`config.mk`:
```
export PLATFORM = sky130hd
export DESIGN_NAME = timeout_command_parser_unit_flat
export DESIGN_NICKNAME = d
export VERILOG_FILES = /design/src/design/tcp_pkg.sv /design/src/design/tcp_chan_if.sv /design/src/design/tcp_step.sv /design/src/design/timeout_command_parser_unit.sv /design/src/flat_wrapper.sv
export SDC_FILE = /design/constraint.sdc
export NUM_CORES = 1
export LEC_CHECK = 0
export BUFFER_PORTS_ARGS = -buffer_cell sky130_fd_sc_hd__buf_4
export CAP_MARGIN = 0
export CORE_ASPECT_RATIO = 2
export CORE_MARGIN = 10
export CORE_UTILIZATION = 40
export DETAILED_ROUTE_END_ITERATION = 6
export PLACE_DENSITY_LB_ADDON = 0.08
export SKIP_CTS_REPAIR_TIMING = 1
export SYNTH_ARGS = -nofsm -noshare
export SYNTH_HDL_FRONTEND = slang
export SYNTH_SLANG_ARGS = --single-unit
```
`constraint.sdc`:
```
create_clock -name i_clk -period 3.5 [get_ports i_clk]
set_input_delay 0.525 -clock i_clk [delete_from_list [all_inputs] [get_ports i_clk]]
set_output_delay 0.525 -clock i_clk [all_outputs]
set_load 0.005 [all_outputs]
```
`src/design/tcp_pkg.sv`:
```
// shared types, character codes and keyword tables for the timeout command parser
// no dependencies; compiled first
package tcp_pkg;

    localparam int BYTE_W      = 8;
    localparam int PHASE_W     = 3;
    localparam int POS_W       = 3;
    localparam int OUT_VALUE_W = 32;
    localparam int VALUE_BITS_DEF = 32;
    localparam int DIGIT_W     = 4;

    localparam logic [BYTE_W-1:0] CH_BAR = 8'h7C;
    localparam logic [BYTE_W-1:0] CH_CR  = 8'h0D;
    localparam logic [BYTE_W-1:0] CH_LF  = 8'h0A;
    localparam logic [BYTE_W-1:0] CH_0   = 8'h30;
    localparam logic [BYTE_W-1:0] CH_9   = 8'h39;
    localparam logic [BYTE_W-1:0] CH_S   = 8'h53;
    localparam logic [BYTE_W-1:0] CH_E   = 8'h45;
    localparam logic [BYTE_W-1:0] CH_T   = 8'h54;
    localparam logic [BYTE_W-1:0] CH_I   = 8'h49;
    localparam logic [BYTE_W-1:0] CH_M   = 8'h4D;
    localparam logic [BYTE_W-1:0] CH_O   = 8'h4F;
    localparam logic [BYTE_W-1:0] CH_U   = 8'h55;

    localparam logic [POS_W-1:0] SET_LEN     = 3'd3;
    localparam logic [POS_W-1:0] TIMEOUT_LEN = 3'd7;

    typedef enum logic [PHASE_W-1:0] {
        PH_SET     = 3'd0,
        PH_TIMEOUT = 3'd1,
        PH_DIGITS  = 3'd2,
        PH_LF      = 3'd3,
        PH_DONE    = 3'd4,
        PH_BAD     = 3'd5
    } t_phase;

    typedef struct packed {
        t_phase            phase;
        logic [POS_W-1:0]  char_pos;
    } t_ctl;

    function automatic logic [BYTE_W-1:0] kw_set_char(input logic [POS_W-1:0] pos);
        logic [BYTE_W-1:0] c;
        case (pos)
            3'd0:    c = CH_S;
            3'd1:    c = CH_E;
            default: c = CH_T;
        endcase
        return c;
    endfunction

    function automatic logic [BYTE_W-1:0] kw_timeout_char(input logic [POS_W-1:0] pos);
        logic [BYTE_W-1:0] c;
        case (pos)
            3'd0:    c = CH_T;
            3'd1:    c = CH_I;
            3'd2:    c = CH_M;
            3'd3:    c = CH_E;
            3'd4:    c = CH_O;
            3'd5:    c = CH_U;
            default: c = CH_T;
        endcase
        return c;
    endfunction

endpackage

```
`src/design/tcp_chan_if.sv`:
```
// valid/ready channel interfaces for command bytes in and parser status out
// depends on tcp_pkg for field widths
interface tcp_in_if;
    logic                         valid;
    logic                         ready;
    logic [tcp_pkg::BYTE_W-1:0]   byte_in;
    logic                         restart;

    modport source (output valid, output byte_in, output restart, input ready);
    modport sink   (input valid, input byte_in, input restart, output ready);
endinterface

interface tcp_out_if;
    logic                             valid;
    logic                             ready;
    logic [tcp_pkg::PHASE_W-1:0]      phase;
    logic [tcp_pkg::OUT_VALUE_W-1:0]  timeout_value;
    logic                             done_res;

    modport source (output valid, output phase, output timeout_value, output done_res,
                    input ready);
    modport sink   (input valid, input phase, input timeout_value, input done_res,
                    output ready);
endinterface

```
`src/design/tcp_step.sv`:
```
// next-state logic of the parser: keyword match, digit accumulate with saturation
// depends on tcp_pkg
module tcp_step #(
    parameter int VALUE_BITS = tcp_pkg::VALUE_BITS_DEF
) (
    input  tcp_pkg::t_ctl                      i_ctl,
    input  logic [VALUE_BITS-1:0]              i_accum,
    input  logic [tcp_pkg::BYTE_W-1:0]         i_byte,
    input  logic                               i_restart,
    output tcp_pkg::t_ctl                      o_ctl,
    output logic [VALUE_BITS-1:0]              o_accum,
    output logic [tcp_pkg::OUT_VALUE_W-1:0]    o_value
);
    import tcp_pkg::*;

    localparam int EXT_W = VALUE_BITS + DIGIT_W;

    logic [DIGIT_W-1:0] w_digit;
    logic [EXT_W-1:0]   w_ext;
    logic [EXT_W-1:0]   w_prod;
    logic               w_is_digit;

    assign w_digit    = DIGIT_W'(i_byte - CH_0);
    assign w_ext      = {{DIGIT_W{1'b0}}, i_accum};
    // accum*10 + digit, any carry into the top nibble means overflow
    assign w_prod     = (w_ext << 3) + (w_ext << 1) + EXT_W'(w_digit);
    assign w_is_digit = i_byte inside {[CH_0:CH_9]};

    always_comb begin
        o_ctl   = i_ctl;
        o_accum = i_accum;
        if (i_restart) begin
            o_ctl.phase    = PH_SET;
            o_ctl.char_pos = '0;
            o_accum        = '0;
        end else begin
            case (i_ctl.phase)
                PH_SET: begin
                    if (i_ctl.char_pos >= SET_LEN) begin
                        if (i_byte == CH_BAR) begin
                            o_ctl.phase    = PH_TIMEOUT;
                            o_ctl.char_pos = '0;
                        end else begin
                            o_ctl.phase = PH_BAD;
                        end
                    end else if (i_byte == kw_set_char(i_ctl.char_pos)) begin
                        o_ctl.char_pos = i_ctl.char_pos + 3'd1;
                    end else begin
                        o_ctl.phase = PH_BAD;
                    end
                end
                PH_TIMEOUT: begin
                    if (i_ctl.char_pos >= TIMEOUT_LEN) begin
                        if (i_byte == CH_BAR) begin
                            o_ctl.phase    = PH_DIGITS;
                            o_ctl.char_pos = '0;
                        end else begin
                            o_ctl.phase = PH_BAD;
                        end
                    end else if (i_byte == kw_timeout_char(i_ctl.char_pos)) begin
                        o_ctl.char_pos = i_ctl.char_pos + 3'd1;
                    end else begin
                        o_ctl.phase = PH_BAD;
                    end
                end
                PH_DIGITS: begin
                    if (w_is_digit) begin
                        if (|w_prod[EXT_W-1:VALUE_BITS]) begin
                            o_accum = '1;
                        end else begin
                            o_accum = w_prod[VALUE_BITS-1:0];
                        end
                    end else if (i_byte == CH_CR) begin
                        o_ctl.phase = PH_LF;
                    end else begin
                        o_ctl.phase = PH_BAD;
                    end
                end
                PH_LF: begin
                    o_ctl.phase = (i_byte == CH_LF) ? PH_DONE : PH_BAD;
                end
                default: begin
                    // finished, invalid and unused codes hold
                end
            endcase
        end
    end

    // reported value is clipped to the output field
    generate
        if (VALUE_BITS > OUT_VALUE_W) begin : g_clip
            assign o_value = (|o_accum[VALUE_BITS-1:OUT_VALUE_W]) ? '1
                                                                  : o_accum[OUT_VALUE_W-1:0];
        end else if (VALUE_BITS == OUT_VALUE_W) begin : g_same
            assign o_value = o_accum;
        end else begin : g_ext
            assign o_value = {{(OUT_VALUE_W-VALUE_BITS){1'b0}}, o_accum};
        end
    endgenerate

endmodule

```
`src/design/timeout_command_parser_unit.sv`:
```
// Timeout command parser: takes one byte of the line SET|TIMEOUT|<digits> CR LF per word
// on i_in and returns one status word (phase, value so far, done flag) per byte on o_out.
// While i_in.ready is high a byte is accepted every cycle and its status is registered
// in the output register; i_in.ready drops only while it is full and o_out.ready is low.
// The parser state and the output register are updated in the same cycle the byte is
// taken. restart returns the parser to the start of the line and ignores the byte.
// The decimal accumulator is VALUE_BITS wide and saturates; the reported value is
// clipped to 32 bits.
module timeout_command_parser_unit #(
    parameter int VALUE_BITS = tcp_pkg::VALUE_BITS_DEF
) (
    input  logic       i_clk,
    input  logic       i_rst_n,
    tcp_in_if.sink     i_in,
    tcp_out_if.source  o_out
);
    import tcp_pkg::*;

    t_ctl                    r_ctl;
    logic [VALUE_BITS-1:0]   r_accum;
    logic                    r_out_valid;
    t_phase                  r_out_phase;
    logic [OUT_VALUE_W-1:0]  r_out_value;
    logic                    r_out_done;

    t_ctl                    n_ctl;
    logic [VALUE_BITS-1:0]   n_accum;
    logic [OUT_VALUE_W-1:0]  n_value;

    logic                    w_in_ready;
    logic                    w_in_acc;

    tcp_step #(
        .VALUE_BITS (VALUE_BITS)
    ) u_step (
        .i_ctl     (r_ctl),
        .i_accum   (r_accum),
        .i_byte    (i_in.byte_in),
        .i_restart (i_in.restart),
        .o_ctl     (n_ctl),
        .o_accum   (n_accum),
        .o_value   (n_value)
    );

    assign w_in_ready = !r_out_valid || o_out.ready;
    assign w_in_acc   = i_in.valid && w_in_ready;
    assign i_in.ready = w_in_ready;

    always_ff @(posedge i_clk) begin
        if (!i_rst_n) begin
            r_ctl.phase    <= PH_SET;
            r_ctl.char_pos <= '0;
            r_accum        <= '0;
            r_out_valid    <= 1'b0;
        end else begin
            if (w_in_acc) begin
                r_ctl       <= n_ctl;
                r_accum     <= n_accum;
                r_out_valid <= 1'b1;
            end else if (o_out.ready) begin
                r_out_valid <= 1'b0;
            end
        end
    end

    // payload only, no reset
    always_ff @(posedge i_clk) begin
        if (w_in_acc) begin
            r_out_phase <= n_ctl.phase;
            r_out_value <= n_value;
            r_out_done  <= (n_ctl.phase >= PH_DONE);
        end
    end

    assign o_out.valid         = r_out_valid;
    assign o_out.phase         = r_out_phase;
    assign o_out.timeout_value = r_out_value;
    assign o_out.done_res      = r_out_done;

    a_restart_clears: assert property (@(posedge i_clk) disable iff (!i_rst_n)
        (w_in_acc && i_in.restart) |=>
            (r_out_valid && r_out_phase == PH_SET && r_out_value == '0 && !r_out_done))
        else $error("restart did not return parser to start");

    a_final_holds: assert property (@(posedge i_clk) disable iff (!i_rst_n)
        (w_in_acc && !i_in.restart && (r_ctl.phase == PH_DONE || r_ctl.phase == PH_BAD))
            |=> (r_ctl.phase == $past(r_ctl.phase) && r_accum == $past(r_accum)))
        else $error("finished or invalid phase changed without restart");

    a_done_matches: assert property (@(posedge i_clk) disable iff (!i_rst_n)
        r_out_valid |-> (r_out_done == (r_out_phase == PH_DONE || r_out_phase == PH_BAD)))
        else $error("done flag disagrees with phase");

    a_ready_when_empty: assert property (@(posedge i_clk) disable iff (!i_rst_n)
        !r_out_valid |-> i_in.ready)
        else $error("input stalled while output register empty");

endmodule
```
`src/flat_wrapper.sv`:
```
// flat-port wrapper written by rule: the top's interface ports become plain ports
module timeout_command_parser_unit_flat import tcp_pkg::*;
#(
    parameter int VALUE_BITS = tcp_pkg::VALUE_BITS_DEF
)
  (i_clk, i_rst_n, i_in_valid, i_in_byte_in, i_in_restart, i_in_ready, o_out_valid, o_out_phase, o_out_timeout_value, o_out_done_res, o_out_ready);
  tcp_in_if i_in_i ();
  tcp_out_if o_out_i ();
  input  logic i_clk;
  input  logic i_rst_n;
  input wire logic [$bits(i_in_i.valid)-1:0] i_in_valid;
  input wire logic [$bits(i_in_i.byte_in)-1:0] i_in_byte_in;
  input wire logic [$bits(i_in_i.restart)-1:0] i_in_restart;
  output wire logic [$bits(i_in_i.ready)-1:0] i_in_ready;
  output wire logic [$bits(o_out_i.valid)-1:0] o_out_valid;
  output wire logic [$bits(o_out_i.phase)-1:0] o_out_phase;
  output wire logic [$bits(o_out_i.timeout_value)-1:0] o_out_timeout_value;
  output wire logic [$bits(o_out_i.done_res)-1:0] o_out_done_res;
  input wire logic [$bits(o_out_i.ready)-1:0] o_out_ready;
  assign i_in_i.valid = i_in_valid;
  assign i_in_i.byte_in = i_in_byte_in;
  assign i_in_i.restart = i_in_restart;
  assign i_in_ready = i_in_i.ready;
  assign o_out_valid = o_out_i.valid;
  assign o_out_phase = o_out_i.phase;
  assign o_out_timeout_value = o_out_i.timeout_value;
  assign o_out_done_res = o_out_i.done_res;
  assign o_out_i.ready = o_out_ready;
  timeout_command_parser_unit #(.VALUE_BITS(VALUE_BITS)) u_core (.i_clk(i_clk), .i_rst_n(i_rst_n), .i_in(i_in_i), .o_out(o_out_i));
endmodule
```
==> metrics.csv <==
metric,value,unit
status,"complete, no violations",
required,3.73,ns
dp.cells,988,
slowest_stage,a311o_1,
synth-edff-count,35,
min_path_type,input port to register,
synth_warnings,0,
grt-ovfl-total,0,
crit_path_frequent_cell,ha_1,
cts_root_buffer,clkbuf_16,
tightest_slew,0.928,ns
crit_buf_inv,2,
worstPathMaxFanout,26,
netlist_instances,737,
async_reset_ff_share,0,%
fp.coreArea,15800,um2
syn_nets,821,
max_stage_delay,0.39,ns
whs_path_depth,2,
hold_viol,0,
initial_core_util,40.6,%
htreeDepth,3,
clk_latency,0.35,ns
rsz0062_at_grt,yes,
drv_slew,0,
std_cell_rows,65,
die_h,199,um
max_freq,296,MHz
crit_arrival,3.62,ns
finalClockSkew,0.00748,ns
clk_pin_slew,0.06,ns
cts_buffer_depth,2,
cp_cell_sequence,ha_1 -> ha_1 -> a21o_1 -> a31o_1 -> a311o_1 -> a211oi_2 -> a211oi_1 -> nor3_2 -> o2111ai_4 -> buf_12 -> buf_4 -> o221ai_2 -> nand2_1,
drcViolationCount,0,
nets,883,
io_pins,51,
cts_buffers,9,
place_area,7180,um2
wl_per_cell,17.4,um
avgSynthCellArea,8.69,um2
drv_cap,0,
fin_cells,1005,
drt-pass1-iter-count,5,
clkSinkCount,74,
dp_hpwl,13500,um
ys_seq_area_share,28.6,%
antenna_found_initial,0,
ys_ff_latch,74,
grt_max_degree,65,
grt.total_usage,16.3,%
r2r-end,u_core.r_accum[18]$_SDFFE_PN0P_,
finalCritPeriodShare,96.7,%
finalSetupViolations,0,
ant_nets,0,
cp-end-kind,register,
fin_util,48.3,%
cts_tree,yes,
r2r_start,u_core.r_accum[19]$_SDFFE_PN0P_,
synthFlopType,dfxtp_1,
layout-drive-gt1-share,25.9,%
worstHoldEndpoint,u_core.r_ctl[0]$_SDFFE_PN0P_,
power_density,286,nW/um2
die_area,21800,um2
antenna_cells,0,
startpoint,u_core.r_accum[19]$_SDFFE_PN0P_,
drt_iter0_drc,231,
fin_crit,3.38,ns
ir_drop,0.224,mV
crit_path_start_kind,register,
timing.slew.headroom,38.1,%
fillers,1566,
place.gp.congestion,0.877,
vias,5703,
reg2regPathDepth,13,
vias_per_cell,5.67,
r2r_slack,0.12,ns
path_delay_family,compound AO/OA/AOI/OAI gates,
netlist_area,6410,um2
fin_area,7620,um2
die_x,109,um
path_class,register to register,
portBuffers,50,
area.growth.synth_to_final,18.9,%
wirelength,17500,um
leakage,3.40,nW
grt_pass1_wl,28500,um
grt_pass1_vias,5720,
min_from,i_rst_n,
synth.distinct_cells,71,
-- how the worst max path moves through the flow --
stage	cells past startpoint	slack, ns	endpoint
floorplan	13	0.06	u_core.o_out.timeout_value[30]$_DFFE_PP_
global placement	14	-0.21	u_core.o_out.timeout_value[23]$_DFFE_PP_
detailed placement	14	-0.28	u_core.o_out.timeout_value[23]$_DFFE_PP_
CTS	13	0.006	u_core.o_out.timeout_value[23]$_DFFE_PP_
global route	13	-0.05	u_core.r_accum[19]$_SDFFE_PN0P_
finish	13	0.12	u_core.r_accum[18]$_SDFFE_PN0P_
-- routing by layer --
| layer | GRT usage, % | up-vias | part of all wire, % |
|---|---|---|---|
| met5 | 0 | - | 0 |
| met4 | 7.56 | 0 | 2.7 |
| met2 | 31.8 | 75 | 58 |
| met1 | 15.9 | 2749 | 37 |
| met3 | 2.53 | 29 | 2.7 |
| li1 | - | 2850 | - |
-- synth_stat cells (all sizes together), types with 3 or more instances --
library cell  instances  area (um2)
nor2b                 4        25.0
nand4                13        81.3
a21o                 14         105
and3                 10        62.6
inv                  26        97.6
o21ai                29         145
a21oi                34         181
xnor2                16         140
nand2b                4        25.0
a211oi                6        50.1
xor2                 11        96.3
o21bai                5        37.5
ha                   69         863
or3                   4        25.0
a31o                  3        26.3
nand3                19        95.1
edfxtp               35        1050
nand2                91         342
a21boi                4        30.0
o21a                  9        67.6
nor3b                 4        30.0
a31oi                 9        56.3
o31a                  3        26.3
nor3                 39         295
nor2                 89         334
o211ai                9        72.6
clkbuf               30         113
buf                  22         160
a41oi                 4        35.0
and2                  6        37.5
o221ai               34         485
dfxtp                39         781
or2                   4        25.0
o2111ai               3        43.8
-- logic make-up after synthesis --
kind of cell,share of synthesized area [%]
flip-flops,28.6
AO/OA/AOI/OAI,24.7
multiplexers,0.156
AND/OR/NAND/NOR,22.9
adder cells (fa/ha/maj),14.1
XOR/XNOR,3.69
buffers and inverters,5.78
-- where the power goes --
| part | internal (mW) | leakage [nW] | switching, mW | total, mW |
|---|---|---|---|---|
| clock network | 0.702 | 0.167 | 0.389 | 1.09 |
| logic | 0.0618 | 2.56 | 0.0917 | 0.154 |
| registers | 0.927 | 0.677 | 0.0100 | 0.937 |
-- state kept, by name, summed over array words and instances (netlist names) --
register,count
u_core.o_out.valid,1
u_core.r_ctl,6
u_core.o_out.phase,2
u_core.o_out.done_res,1
u_core.o_out.timeout_value,32
u_core.r_accum,32
-- stage by stage --
| stage | hold slack (ns) | setup slack [ns] | total power, mW | setup TNS, ns |
|---|---|---|---|---|
| 2_1_floorplan | 0.464 | 0.0616 | 1.04 | 0 |
| 3_3_place_gp | 0.483 | -0.209 | 1.11 | -4.12 |
| 3_5_place_dp | 0.510 | -0.277 | 1.11 | -8.51 |
| 4_1_cts | 0.438 | 0.00578 | 2.22 | 0 |
| 5_1_grt | 0.446 | -0.0481 | 2.26 | -0.119 |
| 6_report | 0.452 | 0.116 | 2.18 | 0 |
-- cells in the final DEF, fill, tap and decap left out, types with 6 or more instances in the layout --
master | netlist | layout
and3_1 | 10 | 10
xor2_1 | 11 | 11
nor3_1 | 19 | 19
nand3_1 | 19 | 19
a31oi_1 | 9 | 9
nand4_1 | 13 | 13
clkbuf_16 | 0 | 9
dfxtp_1 | 39 | 23
o221ai_2 | 30 | 30
o21ai_0 | 28 | 28
nor2_1 | 89 | 87
a21o_1 | 14 | 14
dfxtp_2 | 0 | 16
and2_1 | 6 | 6
nand2_1 | 91 | 91
ha_1 | 69 | 66
o21a_1 | 9 | 9
edfxtp_1 | 35 | 35
inv_1 | 26 | 26
o211ai_1 | 8 | 8
buf_4 | 2 | 101
xnor2_1 | 16 | 16
nor3_2 | 20 | 20
a21oi_1 | 31 | 29
-- layout make-up --
type	count	area (um2)	share of cell area [%]
clock buffers	9	225	2.96
clock inverters	7	124	1.63
inverters	26	97.6	1.28
multi-input cells	585	4270	56.0
flip-flops and latches	74	1850	24.3
well taps	201	251	3.30
repair buffers	103	798	10.5
(Power assumes the default switching activity.)
